$ cat config.mk
export PLATFORM = sky130hd
export DESIGN_NAME = multi_channel_event_timer_top
export DESIGN_NICKNAME = d
export VERILOG_FILES = /design/src/design/mcet_pkg.sv /design/src/design/mcet_front.sv /design/src/design/mcet_back.sv /design/src/design/multi_channel_event_timer_top.sv
export VERILOG_INCLUDE_DIRS = /design/src /design/src/design
export SDC_FILE = /design/constraint.sdc
export NUM_CORES = 2
export LEC_CHECK = 0
export BUFFER_PORTS_ARGS = -buffer_cell sky130_fd_sc_hd__buf_4
export CELL_PAD_IN_SITES_DETAIL_PLACEMENT = 1
export CELL_PAD_IN_SITES_GLOBAL_PLACEMENT = 2
export CORE_UTILIZATION = 47
export DETAILED_ROUTE_END_ITERATION = 10
export GPL_ROUTABILITY_DRIVEN = 0
export GPL_TIMING_DRIVEN = 0
export PLACE_DENSITY = 0.77
export SLEW_MARGIN = 25
export SYNTH_ARGS = -nofsm -noshare
export SYNTH_HDL_FRONTEND = slang
export SYNTH_SLANG_ARGS = --single-unit
$ cat constraint.sdc
create_clock -name clock -period 29.6 [get_ports clock]
set_input_delay 2.96 -clock clock [delete_from_list [all_inputs] [get_ports clock]]
set_output_delay 2.96 -clock clock [all_outputs]
set_load 0.02 [all_outputs]
$ cat src/design/multi_channel_event_timer_top_macros.svh
// Assertion macros shared by the timer design.
`ifndef MULTI_CHANNEL_EVENT_TIMER_TOP_MACROS_SVH
`define MULTI_CHANNEL_EVENT_TIMER_TOP_MACROS_SVH

// The consequent must hold in the same cycle as the antecedent.
`define MCET_ASSERT_SAME(label, clk, rst, ante, cons) \
   label: assert property (@(posedge clk) disable iff (rst) (ante) |-> (cons)) \
      else $error("timer assertion failed in the same cycle");

// The consequent must hold in the cycle after the antecedent.
`define MCET_ASSERT_NEXT(label, clk, rst, ante, cons) \
   label: assert property (@(posedge clk) disable iff (rst) (ante) |=> (cons)) \
      else $error("timer assertion failed one cycle later");

`endif

$ cat src/design/mcet_pkg.sv
`default_nettype none

package mcet_pkg;

   localparam int SLOTS = 16;
   localparam int IDX_W = $clog2(SLOTS);
   localparam int QUEUE_DEPTH = 2;
   localparam int PTR_W = $clog2(QUEUE_DEPTH);
   localparam int CNT_W = $clog2(QUEUE_DEPTH + 1);

   localparam logic [63:0] NS_PER_SECOND = 64'd1000000000;

   localparam logic [2:0] FUNC_TICK    = 3'd0;
   localparam logic [2:0] FUNC_ADD     = 3'd1;
   localparam logic [2:0] FUNC_ENABLE  = 3'd2;
   localparam logic [2:0] FUNC_DISABLE = 3'd3;
   localparam logic [2:0] FUNC_REMOVE  = 3'd4;

   localparam logic [1:0] KIND_FIRE = 2'd0;
   localparam logic [1:0] KIND_WAKE = 2'd1;
   localparam logic [1:0] KIND_ACK  = 2'd2;

   localparam logic [1:0] STATUS_OK      = 2'd0;
   localparam logic [1:0] STATUS_FULL    = 2'd1;
   localparam logic [1:0] STATUS_NOT_OCC = 2'd2;

   typedef enum logic [2:0] {
      OP_TICK,
      OP_ADD,
      OP_ENABLE,
      OP_DISABLE,
      OP_REMOVE,
      OP_NOP
   } op_type;

   typedef struct packed {
      logic [2:0]  func;
      logic [3:0]  slot;
      logic [63:0] now_ns;
      logic [63:0] interval_ns;
      logic        oneshot;
   } req_type;

   typedef struct packed {
      logic [1:0]  kind;
      logic [3:0]  slot_id;
      logic [63:0] wake_ns;
      logic [1:0]  status;
      logic        last;
   } rsp_type;

   typedef struct packed {
      op_type      op;
      logic [3:0]  slot;
      logic        slot_ok;
      logic [63:0] now_ns;
      logic [63:0] interval_ns;
      logic        oneshot;
   } cmd_type;

endpackage

`default_nettype wire

$ cat src/design/mcet_front.sv
`default_nettype none

module mcet_front (
   input  wire logic             clock,
   input  wire logic             reset,
   input  wire logic             start,
   output logic                  busy,
   input  wire mcet_pkg::req_type req_data,
   input  wire logic             pop,
   output logic                  cmd_valid,
   output mcet_pkg::cmd_type     cmd
);
   import mcet_pkg::*;

   cmd_type           q_mem_ff [QUEUE_DEPTH];
   logic [PTR_W-1:0]  wr_ptr_ff;
   logic [PTR_W-1:0]  rd_ptr_ff;
   logic [CNT_W-1:0]  count_ff;
   logic              push;
   cmd_type           decoded;

   always_comb begin
      decoded.slot = req_data.slot;
      decoded.slot_ok = (32'(req_data.slot) < SLOTS);
      decoded.now_ns = req_data.now_ns;
      decoded.interval_ns = req_data.interval_ns;
      decoded.oneshot = req_data.oneshot;
      unique case (req_data.func)
         FUNC_TICK:    decoded.op = OP_TICK;
         FUNC_ADD:     decoded.op = OP_ADD;
         FUNC_ENABLE:  decoded.op = OP_ENABLE;
         FUNC_DISABLE: decoded.op = OP_DISABLE;
         FUNC_REMOVE:  decoded.op = OP_REMOVE;
         default:      decoded.op = OP_NOP;
      endcase
   end

   assign busy = (count_ff == CNT_W'(QUEUE_DEPTH));
   assign push = start && !busy;
   assign cmd_valid = (count_ff != '0);
   assign cmd = q_mem_ff[rd_ptr_ff];

   always_ff @(posedge clock) begin
      if (reset) begin
         wr_ptr_ff <= '0;
         rd_ptr_ff <= '0;
         count_ff <= '0;
      end else begin
         if (push) begin
            wr_ptr_ff <= wr_ptr_ff + 1'b1;
         end
         if (pop) begin
            rd_ptr_ff <= rd_ptr_ff + 1'b1;
         end
         if (push && !pop) begin
            count_ff <= count_ff + 1'b1;
         end else if (pop && !push) begin
            count_ff <= count_ff - 1'b1;
         end
      end
   end

   always_ff @(posedge clock) begin
      if (push) begin
         q_mem_ff[wr_ptr_ff] <= decoded;
      end
   end

endmodule

`default_nettype wire

$ cat src/design/mcet_back.sv
`default_nettype none

module mcet_back (
   input  wire logic             clock,
   input  wire logic             reset,
   input  wire logic             cmd_valid,
   input  wire mcet_pkg::cmd_type cmd,
   output logic                  pop,
   output logic                  rsp_valid,
   output mcet_pkg::rsp_type     rsp_data
);
   import mcet_pkg::*;

   typedef enum logic [1:0] {
      ST_IDLE,
      ST_TICK,
      ST_DRAIN,
      ST_WAKE
   } state_type;

   localparam logic [IDX_W-1:0] IDX_LAST = IDX_W'(SLOTS - 1);

   state_type         state_ff, state_in;
   logic [IDX_W-1:0]  idx_ff, idx_in;
   logic [63:0]       now_ff, now_in;
   logic [SLOTS-1:0]  occ_ff, occ_in;
   logic [SLOTS-1:0]  en_ff, en_in;
   logic [SLOTS-1:0]  os_ff, os_in;
   logic              b_valid_ff, b_valid_in;
   logic              b_en_ff, b_en_in;
   logic [63:0]       b_due_ff, b_due_in;
   logic              have_ff, have_in;
   logic [63:0]       best_ff, best_in;
   logic              rsp_valid_ff, rsp_valid_in;
   rsp_type           rsp_ff, rsp_in;

   logic [63:0]       period_mem [SLOTS];
   logic [63:0]       due_mem [SLOTS];

   logic [IDX_W-1:0]  rd_idx;
   logic [63:0]       rd_period;
   logic [63:0]       rd_due;
   logic [IDX_W-1:0]  cmd_idx;
   logic              free_found;
   logic [IDX_W-1:0]  free_idx;
   logic              pass;
   logic [63:0]       sum;
   logic              wr_due_en;
   logic              wr_period_en;
   logic [IDX_W-1:0]  wr_idx;
   logic [63:0]       wr_due;

   assign cmd_idx = cmd.slot[IDX_W-1:0];
   assign rd_idx = (state_ff == ST_TICK) ? idx_ff : cmd_idx;
   assign rd_period = period_mem[rd_idx];
   assign rd_due = due_mem[rd_idx];

   always_comb begin
      free_found = 1'b0;
      free_idx = '0;
      for (int i = SLOTS - 1; i >= 0; i--) begin
         if (!occ_ff[i]) begin
            free_found = 1'b1;
            free_idx = IDX_W'(i);
         end
      end
   end

   always_comb begin
      state_in = state_ff;
      idx_in = idx_ff;
      now_in = now_ff;
      occ_in = occ_ff;
      en_in = en_ff;
      os_in = os_ff;
      b_valid_in = 1'b0;
      b_en_in = b_en_ff;
      b_due_in = b_due_ff;
      have_in = have_ff;
      best_in = best_ff;
      rsp_valid_in = 1'b0;
      rsp_in = '0;
      pop = 1'b0;
      pass = 1'b0;
      sum = '0;
      wr_due_en = 1'b0;
      wr_period_en = 1'b0;
      wr_idx = rd_idx;
      wr_due = '0;

      if (b_valid_ff && b_en_ff && (!have_ff || (b_due_ff < best_ff))) begin
         have_in = 1'b1;
         best_in = b_due_ff;
      end

      unique case (state_ff)
         ST_IDLE: begin
            if (cmd_valid) begin
               pop = 1'b1;
               rsp_valid_in = 1'b1;
               rsp_in.kind = KIND_ACK;
               rsp_in.last = 1'b1;
               unique case (cmd.op) inside
                  OP_TICK: begin
                     rsp_valid_in = 1'b0;
                     rsp_in = '0;
                     now_in = cmd.now_ns;
                     idx_in = '0;
                     have_in = 1'b0;
                     state_in = ST_TICK;
                  end
                  OP_ADD: begin
                     if (free_found) begin
                        occ_in[free_idx] = 1'b1;
                        en_in[free_idx] = 1'b0;
                        os_in[free_idx] = cmd.oneshot;
                        wr_idx = free_idx;
                        wr_period_en = 1'b1;
                        wr_due_en = 1'b1;
                        wr_due = cmd.now_ns + cmd.interval_ns;
                        rsp_in.slot_id = 4'(free_idx);
                     end else begin
                        rsp_in.status = STATUS_FULL;
                     end
                  end
                  OP_ENABLE, OP_DISABLE, OP_REMOVE: begin
                     rsp_in.slot_id = cmd.slot;
                     if (!cmd.slot_ok || !occ_ff[cmd_idx]) begin
                        rsp_in.status = STATUS_NOT_OCC;
                     end else if (cmd.op == OP_ENABLE) begin
                        en_in[cmd_idx] = 1'b1;
                        wr_idx = cmd_idx;
                        wr_due_en = 1'b1;
                        wr_due = cmd.now_ns + rd_period;
                     end else if (cmd.op == OP_DISABLE) begin
                        en_in[cmd_idx] = 1'b0;
                     end else begin
                        occ_in[cmd_idx] = 1'b0;
                        en_in[cmd_idx] = 1'b0;
                        os_in[cmd_idx] = 1'b0;
                     end
                  end
                  OP_NOP: begin
                     rsp_in.status = STATUS_OK;
                  end
               endcase
            end
         end
         ST_TICK: begin
            pass = occ_ff[idx_ff] && (rd_due < now_ff);
            sum = now_ff + rd_period;
            if (pass) begin
               wr_idx = idx_ff;
               wr_due_en = 1'b1;
               wr_due = sum;
               if (en_ff[idx_ff]) begin
                  rsp_valid_in = 1'b1;
                  rsp_in.kind = KIND_FIRE;
                  rsp_in.slot_id = 4'(idx_ff);
                  if (os_ff[idx_ff]) begin
                     en_in[idx_ff] = 1'b0;
                  end
               end
            end
            b_valid_in = 1'b1;
            b_due_in = pass ? sum : rd_due;
            b_en_in = occ_ff[idx_ff] && en_ff[idx_ff] && !(pass && os_ff[idx_ff]);
            if (idx_ff == IDX_LAST) begin
               state_in = ST_DRAIN;
            end else begin
               idx_in = idx_ff + 1'b1;
            end
         end
         ST_DRAIN: begin
            state_in = ST_WAKE;
         end
         ST_WAKE: begin
            rsp_valid_in = 1'b1;
            rsp_in.kind = KIND_WAKE;
            rsp_in.wake_ns = have_ff ? best_ff : (now_ff + NS_PER_SECOND);
            rsp_in.last = 1'b1;
            state_in = ST_IDLE;
         end
      endcase
   end

   always_ff @(posedge clock) begin
      if (reset) begin
         state_ff <= ST_IDLE;
         idx_ff <= '0;
         occ_ff <= '0;
         en_ff <= '0;
         os_ff <= '0;
         b_valid_ff <= 1'b0;
         have_ff <= 1'b0;
         rsp_valid_ff <= 1'b0;
      end else begin
         state_ff <= state_in;
         idx_ff <= idx_in;
         occ_ff <= occ_in;
         en_ff <= en_in;
         os_ff <= os_in;
         b_valid_ff <= b_valid_in;
         have_ff <= have_in;
         rsp_valid_ff <= rsp_valid_in;
      end
      now_ff <= now_in;
      b_en_ff <= b_en_in;
      b_due_ff <= b_due_in;
      best_ff <= best_in;
      rsp_ff <= rsp_in;
   end

   always_ff @(posedge clock) begin
      if (wr_period_en) begin
         period_mem[wr_idx] <= cmd.interval_ns;
      end
      if (wr_due_en) begin
         due_mem[wr_idx] <= wr_due;
      end
   end

   assign rsp_valid = rsp_valid_ff;
   assign rsp_data = rsp_ff;

endmodule

`default_nettype wire

$ cat src/design/multi_channel_event_timer_top.sv
// Commands: an accepted start is queued and the back end registers its acknowledgment;
// one per cycle sustained while no tick holds the back end. Tick: the back end visits
// all 16 slots in turn, settles the minimum in ST_DRAIN, then sends the wake beat.
// A two-entry queue ahead of the back end sets when busy rises; results cannot stall.
// Synchronous active-high reset empties the queue and clears every slot's flags.
`default_nettype none

`include "multi_channel_event_timer_top_macros.svh"

module multi_channel_event_timer_top (
   input  wire logic             clock,
   input  wire logic             reset,
   input  wire logic             start,
   output logic                  busy,
   input  wire mcet_pkg::req_type req_data,
   output logic                  rsp_valid,
   output mcet_pkg::rsp_type     rsp_data
);
   import mcet_pkg::*;

   logic    cmd_valid;
   logic    pop;
   cmd_type cmd;

   mcet_front u_front (
      .clock     (clock),
      .reset     (reset),
      .start     (start),
      .busy      (busy),
      .req_data  (req_data),
      .pop       (pop),
      .cmd_valid (cmd_valid),
      .cmd       (cmd)
   );

   mcet_back u_back (
      .clock     (clock),
      .reset     (reset),
      .cmd_valid (cmd_valid),
      .cmd       (cmd),
      .pop       (pop),
      .rsp_valid (rsp_valid),
      .rsp_data  (rsp_data)
   );

   `MCET_ASSERT_SAME(a_pop_needs_entry, clock, reset, pop, cmd_valid)
   `MCET_ASSERT_NEXT(a_accept_fills_queue, clock, reset, start && !busy, cmd_valid)
   `MCET_ASSERT_SAME(a_only_fire_not_last, clock, reset, rsp_valid && !rsp_data.last, rsp_data.kind == KIND_FIRE)

endmodule

`default_nettype wire
## Word level (Yosys, flattened, before mapping)

Memory sizes are Yosys's and may differ from the RTL's. A register that Yosys moved wholly into a read port is not among the register bits.
Index checks and enable logic that the tools add are counted.

- Flip-flop bits (word level): 327
- Bits in writable memories: 2320
- Input port bits: 139
- Output and inout bits: 75
- Word-level logic and storage cells: 251
- Memories: 3

Memory list:

| name | depth | width | read ports | clocked after memory_dff | wr ports | RTL line | RTL |
|---|---|---|---|---|---|---|---|
| u_back.due_mem | 16 | 64 | 1 | 0 | 1 | mcet_back.sv:38 | `logic [63:0] due_mem [SLOTS];` |
| u_back.period_mem | 16 | 64 | 1 | 0 | 1 | mcet_back.sv:37 | `logic [63:0] period_mem [SLOTS];` |
| u_front.q_mem_ff | 2 | 136 | 1 | 1 | 1 | mcet_front.sv:15 | `cmd_type q_mem_ff [QUEUE_DEPTH];` |

- $add $sub $neg: 9
- Order comparisons: 8
- Equal/unequal tests: 28
- Muxes and demuxes: 137
- Bitwise operators: 10
- Reductions and logical operators: 36

Operator list:

| operator | count |
|---|---|
| 64-bit 2-to-1 mux | 7 |
| 64-bit case mux with 2 select lines | 3 |
| 16-bit 2-to-1 mux | 15 |
| 64-bit adder | 3 |
| 64-bit less-than comparator | 2 |
| 16-bit case mux with 2 select lines | 4 |
| 4-bit 2-to-1 mux | 27 |
| 16-bit AND | 5 |
| 73-bit 2-to-1 mux | 1 |
| 64-bit by 30-bit adder with 64-bit output (second input constant) | 1 |
| 1-bit 2-to-1 mux | 51 |
| 16-bit inverter | 3 |
| 4-bit case mux with 2 select lines | 5 |
| 16-bit bitwise OR | 2 |
| 2-bit inequality test (second input constant) | 9 |
| 1-bit binary-select mux with 4-bit select | 4 |
| 16-bit bitwise mux | 1 |
| 4-bit by 5-bit less-than comparator with 1-bit output (second input constant) | 3 |
| 3-bit case mux with 5 select lines | 1 |
| 2-bit 2-to-1 mux | 7 |
| 1-bit demux with 4-bit select | 3 |
| 3-bit by 2-bit equality test with 1-bit output (second input constant) | 4 |
| 4-bit by 1-bit greater-or-equal comparator with 1-bit output (second input constant) | 3 |
| 1-bit logical AND | 12 |
| other kinds (30) | 52 |

## Longest topological paths before layout

- Depth after elaboration: 26
- Gate-level depth with buffers: 25

## Hierarchy

A second synthesis with hierarchy kept.

- Cells, all modules: 7358
- Area total of the unflattened synthesis: 116993.5 µm²

By module, submodules not included:

| module | instances | cells each | area each (µm²) | sequential area each (µm²) |
|---|---|---|---|---|
| mcet_back | 1 | 6905 | 106786.2 | 69897.0 |
| mcet_front | 1 | 453 | 10207.3 | 8267.9 |

## Least setup slack after synthesis

Ideal clock, no wire load.

- Path kind: flip-flop to flip-flop
- Start point: register u_back.state_ff[1]
- End point: memory u_back.due_mem[0][0] (enable)
- Library setup time: 486 ps
- Data arrival time: 9452 ps
- Slack: 19662 ps
- Cell stages (with the launch flop): 22
- Buffers on the path: 2
- Clock period less this slack: 9938 ps
- Path through: dfxtp_1 > inv_1 > ha_1 > inv_2 > mux2i_4 > clkbuf_1 > clkbuf_1 > mux4_2 > a211oi_1 > a31oi_1 > ha_1 > a21o_1 > a211o_1 > o221ai_1 > a31oi_1 > nor3_1 > a2111oi_4 > nor2_2 > nand2_1 > a21bo_2 > or2_1 > nor2_1

- Longest elaborated chain between the ends: 9
- Elaborated cells on any way between the ends: 17

Ends and longest elaborated chain:

| what | RTL line | RTL |
|---|---|---|
| start, declared | mcet_back.sv:23 | `state_type state_ff, state_in;` |
| start signal, assigned | mcet_back.sv:198 | `state_ff <= state_in;` |
| 2-bit by 1-bit equality test with 1-bit output | mcet_back.sv:54, mcet_back.sv:96 |  |
| 4-bit 2-to-1 mux | mcet_back.sv:54 | `assign rd_idx = (state_ff == ST_TICK) ? idx_ff : cmd_idx;` |
| memory read 16 x 64 bit | - |  |
| 64-bit less-than comparator | mcet_back.sv:150 | `pass = occ_ff[idx_ff] && (rd_due < now_ff);` |
| 1-bit logical AND | mcet_back.sv:150 |  |
| 1-bit 2-to-1 mux | mcet_back.sv:152 | `if (pass) begin` |
| 1-bit case mux with 2 select lines | mcet_back.sv:96 | `unique case (state_ff)` |
| 1-bit 2-to-1 mux | mcet_back.sv:218 | `if (wr_due_en) begin` |
| 1-bit 2-to-1 mux (not written as such) | mcet_back.sv:219 | `due_mem[wr_idx] <= wr_due;` |
| end, declared | mcet_back.sv:38 |  |

Several ways; a longest one is shown, not always the timed one.

==> Flow_metrics.wiki <==
{| class="wikitable"
! Metric !! Value
|-
| Result of the run || finished clean
|-
| Post-Route M1 WL || 161000 um
|-
| Most common cell after layout, fill and taps aside || sky130_fd_sc_hd__edfxtp_1
|-
| Number of I/O port buffers || around 210
|-
| Total clock buffers created by CTS || 295
|-
| Least setup slack across all paths after layout || 18.46 ns
|-
| Half-perimeter wire length after detailed placement || 294000 um
|-
| Period minus WS final || 11.14 ns
|-
| Antenna violations before repair || 22
|-
| Count of max-cap constraint violations || 0
|-
| Detail Route met3 WL || 29400 um
|-
| Pwr per Cell Area || between 100 and 150 mW/mm^2
|-
| Number of pins with negative max-slew slack in the final report || 0
|-
| Period Utilization, post-route || 37.6%
|-
| Endpoint required time on the critical path || 30.13 ns
|-
| Post-CTS Resized || 0
|-
| Avg Synthesized Cell Area || ~16 um^2
|-
| # nets final || 8589
|-
| Overall power consumption || 16.1 mW
|-
| Top Metal Used || met5
|-
| Via-to-Cell Ratio || between 6 and 7
|-
| Cell at the root of the clock tree || sky130_fd_sc_hd__clkbuf_16
|-
| Element type at the critical path start || flip-flop
|-
| Worst Hold Depth || 0
|-
| Largest voltage drop on the vdd net || 0.0000713 V
|-
| Area occupied by multi-input gates || between 0.03 and 0.04 mm^2
|-
| Slew at the pin closest to its max-slew limit || approximately 1.2 ns
|-
| Total die area || 0.251 mm^2
|-
| Post-place instance area || around 0.13 mm^2
|-
| Fraction of the yosys area taken by sequential cells || roughly 67%
|-
| Highest-count cells in the layout ignoring fill and taps || 2513 x sky130_fd_sc_hd__edfxtp_1, 601 x sky130_fd_sc_hd__nand2_1, 527 x sky130_fd_sc_hd__mux4_2
|-
| DRC viols || 0
|-
| Num rows || 182
|-
| Initial core utilization || 47.5%
|-
| Detailed-routed wire length on met2 || roughly 180000 um
|-
| Total Wirelength || 386000 um
|-
| Worst Setup Path Type || reg2reg
|-
| CTS H-Tree Depth || 5
|-
| Max transition margin || between 20% and 30%
|-
| DIE WIDTH || 501 um
|-
| Number of setup buffers added after CTS || 0
|-
| Dpl ws || 18.45 ns
|-
| Vias in the first global route || 74646
|-
| Number of DRC violations after detailed-routing iteration 0 || 8385
|-
| Number of detailed-routing iterations run before antenna repair || 5
|-
| Slowest cell on crit path || sky130_fd_sc_hd__clkbuf_1
|-
| Clk slew on worst S/H paths || about 0.060 ns
|-
| Cell type with the highest occurrence count on the critical path || sky130_fd_sc_hd__clkbuf_1
|-
| Critical-path cell list || buf_4, mux2i_1, mux2_2, buf_2, clkbuf_1, buf_2, clkbuf_1, mux4_2, a211oi_1, a31oi_2, ha_1, clkbuf_1, nand4_1, nor3_1, nand2_1, nor4_1, a2111oi_1, o31ai_1, nor3b_1, o2111ai_1, and3_1, o21ai_0, o221ai_2
|-
| GRT overflow || 0
|-
| Via count || 73101
|-
| Most frequently used flop master after synthesis || sky130_fd_sc_hd__edfxtp_1
|-
| Largest fanout on the critical path || 16
|-
| Post-synthesis async set-or-reset flop share || 0%
|-
| Clock Skews || 0.0701 ns
|-
| Final cell count without fillers || between 10000 and 15000
|-
| First-pass GRT wire length || 547000 um
|-
| Worst min path class || reg2reg
|-
| Leak pwr || 46.0 nW
|-
| WP data arrival || 11.67 ns
|-
| Depth of the worst register-to-register path || 23
|-
| Worst-case hold slack || around 0.45 ns
|-
| Post-synth cell types || 86
|-
| Max incr delay on CP || ~0.8 ns
|-
| Maximum number of pins on one net before global-route repair || 50
|-
| Fin area || approximately 0.14 mm^2
|-
| Core ar. || 0.247 mm^2
|-
| Clock latency on the worst-skew pair || 0.96 ns
|-
| Area occupied by registers || 0.0782 mm^2
|-
| Post-Syn Nets || 7868
|-
| # IOs || 214
|-
| Top area cells in the synthesized netlist || sky130_fd_sc_hd__edfxtp_1 64%, sky130_fd_sc_hd__mux4_2 10%, sky130_fd_sc_hd__ha_1 3.6%
|-
| Post-detailed-route count of antenna-violating nets || 0
|-
| Area growth syn-to-layout || 16.5%
|-
| Proportion of layout cells with a drive suffix above 1 || between 20% and 30%
|-
| Average wire per standard cell || between 30 and 40 um
|-
| Area of the mapped netlist || 0.117 mm^2
|-
| Number of setup violations in the final report || 0
|-
| Summed negative setup slack over all endpoints || 0 ns
|-
| Cell count after synthesis || 7390
|-
| Total count of hold-check failures in the final report || 0
|-
| Area share of the largest cell type after synthesis || 64.4%
|-
| Placed cells || 11123
|-
| Util after Layout || 55.3%
|-
| Number of synthesized flops with an enable pin || 2513
|-
| Number of synthesized register bits || 2648
|-
| Setup repair after global routing missed its margin || false
|-
| Clock buffer depth || 4
|-
| Num Clock Sinks || 2648
|-
| Upper clock frequency limit || 89.7 MHz
|-
| CTS Hold Bufs || 0
|-
| Library cell with the largest summed area after synthesis || sky130_fd_sc_hd__edfxtp_1
|-
| CTS tree || done
|-
| Die height || 501 um
|-
| Setup crit end kind || flip-flop
|-
| Yosys Warn Count || 0
|-
| Fill cell total of the finished layout || 22975
|-
| Tot GR Track Use || a little under a third
|}
==> Yosys cell counts (8+ instances only) <==
library cell and n:
sky130_fd_sc_hd__a32oi_1 10, sky130_fd_sc_hd__a22o_1 10, sky130_fd_sc_hd__mux2i_1 32, sky130_fd_sc_hd__a21o_1 138, sky130_fd_sc_hd__and2_1 173, sky130_fd_sc_hd__xnor2_1 164
sky130_fd_sc_hd__mux2_2 203, sky130_fd_sc_hd__inv_1 184, sky130_fd_sc_hd__o21bai_1 32, sky130_fd_sc_hd__nand2_1 601, sky130_fd_sc_hd__o31ai_1 24, sky130_fd_sc_hd__o31a_1 8
sky130_fd_sc_hd__o21ai_0 293, sky130_fd_sc_hd__nor3b_1 10, sky130_fd_sc_hd__edfxtp_1 2513, sky130_fd_sc_hd__nor2_1 229, sky130_fd_sc_hd__a211oi_1 152, sky130_fd_sc_hd__a31oi_1 157
sky130_fd_sc_hd__o211a_1 19, sky130_fd_sc_hd__and3_1 36, sky130_fd_sc_hd__buf_2 59, sky130_fd_sc_hd__o211ai_1 24, sky130_fd_sc_hd__a221o_1 13, sky130_fd_sc_hd__xor2_1 69
sky130_fd_sc_hd__buf_1 28, sky130_fd_sc_hd__o22ai_1 14, sky130_fd_sc_hd__dfxtp_1 135, sky130_fd_sc_hd__nor4_1 15, sky130_fd_sc_hd__mux4_2 527, sky130_fd_sc_hd__nand3_1 73
sky130_fd_sc_hd__nor3_1 66, sky130_fd_sc_hd__nand2b_1 36, sky130_fd_sc_hd__nor2b_1 48, sky130_fd_sc_hd__a21oi_1 324, sky130_fd_sc_hd__clkbuf_1 280, sky130_fd_sc_hd__nand4_1 78
sky130_fd_sc_hd__ha_1 336, sky130_fd_sc_hd__or3_1 14, sky130_fd_sc_hd__or2_2 12, sky130_fd_sc_hd__o22a_1 8, sky130_fd_sc_hd__o21a_1 38, sky130_fd_sc_hd__a22oi_1 57
==> power by group <==
part	switching (mW)	internal (mW)	total (mW)
Combinational	5.24	2.72	7.96
Clock	1.47	2.02	3.49
Sequential	0.0795	4.54	4.62
Total	6.79	9.28	16.1
==> flip-flops by register name, summed over array words and instances, names as in the netlist, 2 cells and up, named ones only <==
signal             cells
u_front.count_ff       2
u_back.due_mem      1024
u_back.state_ff        2
u_back.period_mem   1024
u_back.rsp_data       73
u_back.now_ff         64
u_front.q_mem_ff     272
u_back.b_due_ff       64
u_back.best_ff        64
u_back.idx_ff          4
u_back.occ_ff         16
u_back.os_ff          16
==> final cells by class <==
type | count | area share (%)
diodes | 9 | 0.0165
plain buffers | 371 | 1.12
clock buffers | 383 | 5.83
clock inverters | 120 | 0.725
inverters | 185 | 0.509
multi-input cells | 4186 | 27.5
flip-flops and latches | 2648 | 57.2
well taps | 3312 | 3.04
repair buffers | 424 | 4.04
==> critical path, delay by kind of cell, from the launching register on <==
| family | cells | cell delay (ns) |
|---|---|---|
| buffers and inverters | 6 | 3.38 |
| AOI/OAI and AO/OA | 7 | 2.58 |
| and+or+nand+nor | 6 | 2.17 |
| muxes | 3 | 1.51 |
| DFF | 1 | 0.49 |
| adders and majority gates | 1 | 0.44 |
==> routing by layer <==
| layer | track usage (%) | up-vias |
|---|---|---|
| met1 | 43.3 | 38314 |
| met5 | 0 | - |
| met4 | 12.7 | 6 |
| li1 | - | 30783 |
| met3 | 4.11 | 624 |
| met2 | 48.5 | 3374 |
==> final timing paths <==
| path | start | endpoint | slack, ns |
|---|---|---|---|
| max | flip-flop | u_back.due_mem[5][62] | 18.46 |
| min | u_back.b_due_ff[25] | u_back.best_ff[25] | 0.45 |
| max reg2reg | flip-flop | u_back.due_mem[5][62] | 18.46 |
| min reg2reg | u_back.b_due_ff[25] | u_back.best_ff[25] | 0.45 |
==> kinds of logic after synthesis <==
group | count (synthesis) | share of synthesized area, %
DFF | 2648 | 66.7
AOI/OAI and AO/OA | 1432 | 7.95
and+or+nand+nor | 1418 | 5.71
muxes | 764 | 12.4
buffers and inverters | 556 | 1.86
adders and majority gates | 339 | 3.64
xor gates and xnor gates | 233 | 1.74
Power figures use the tool's default switching activity.
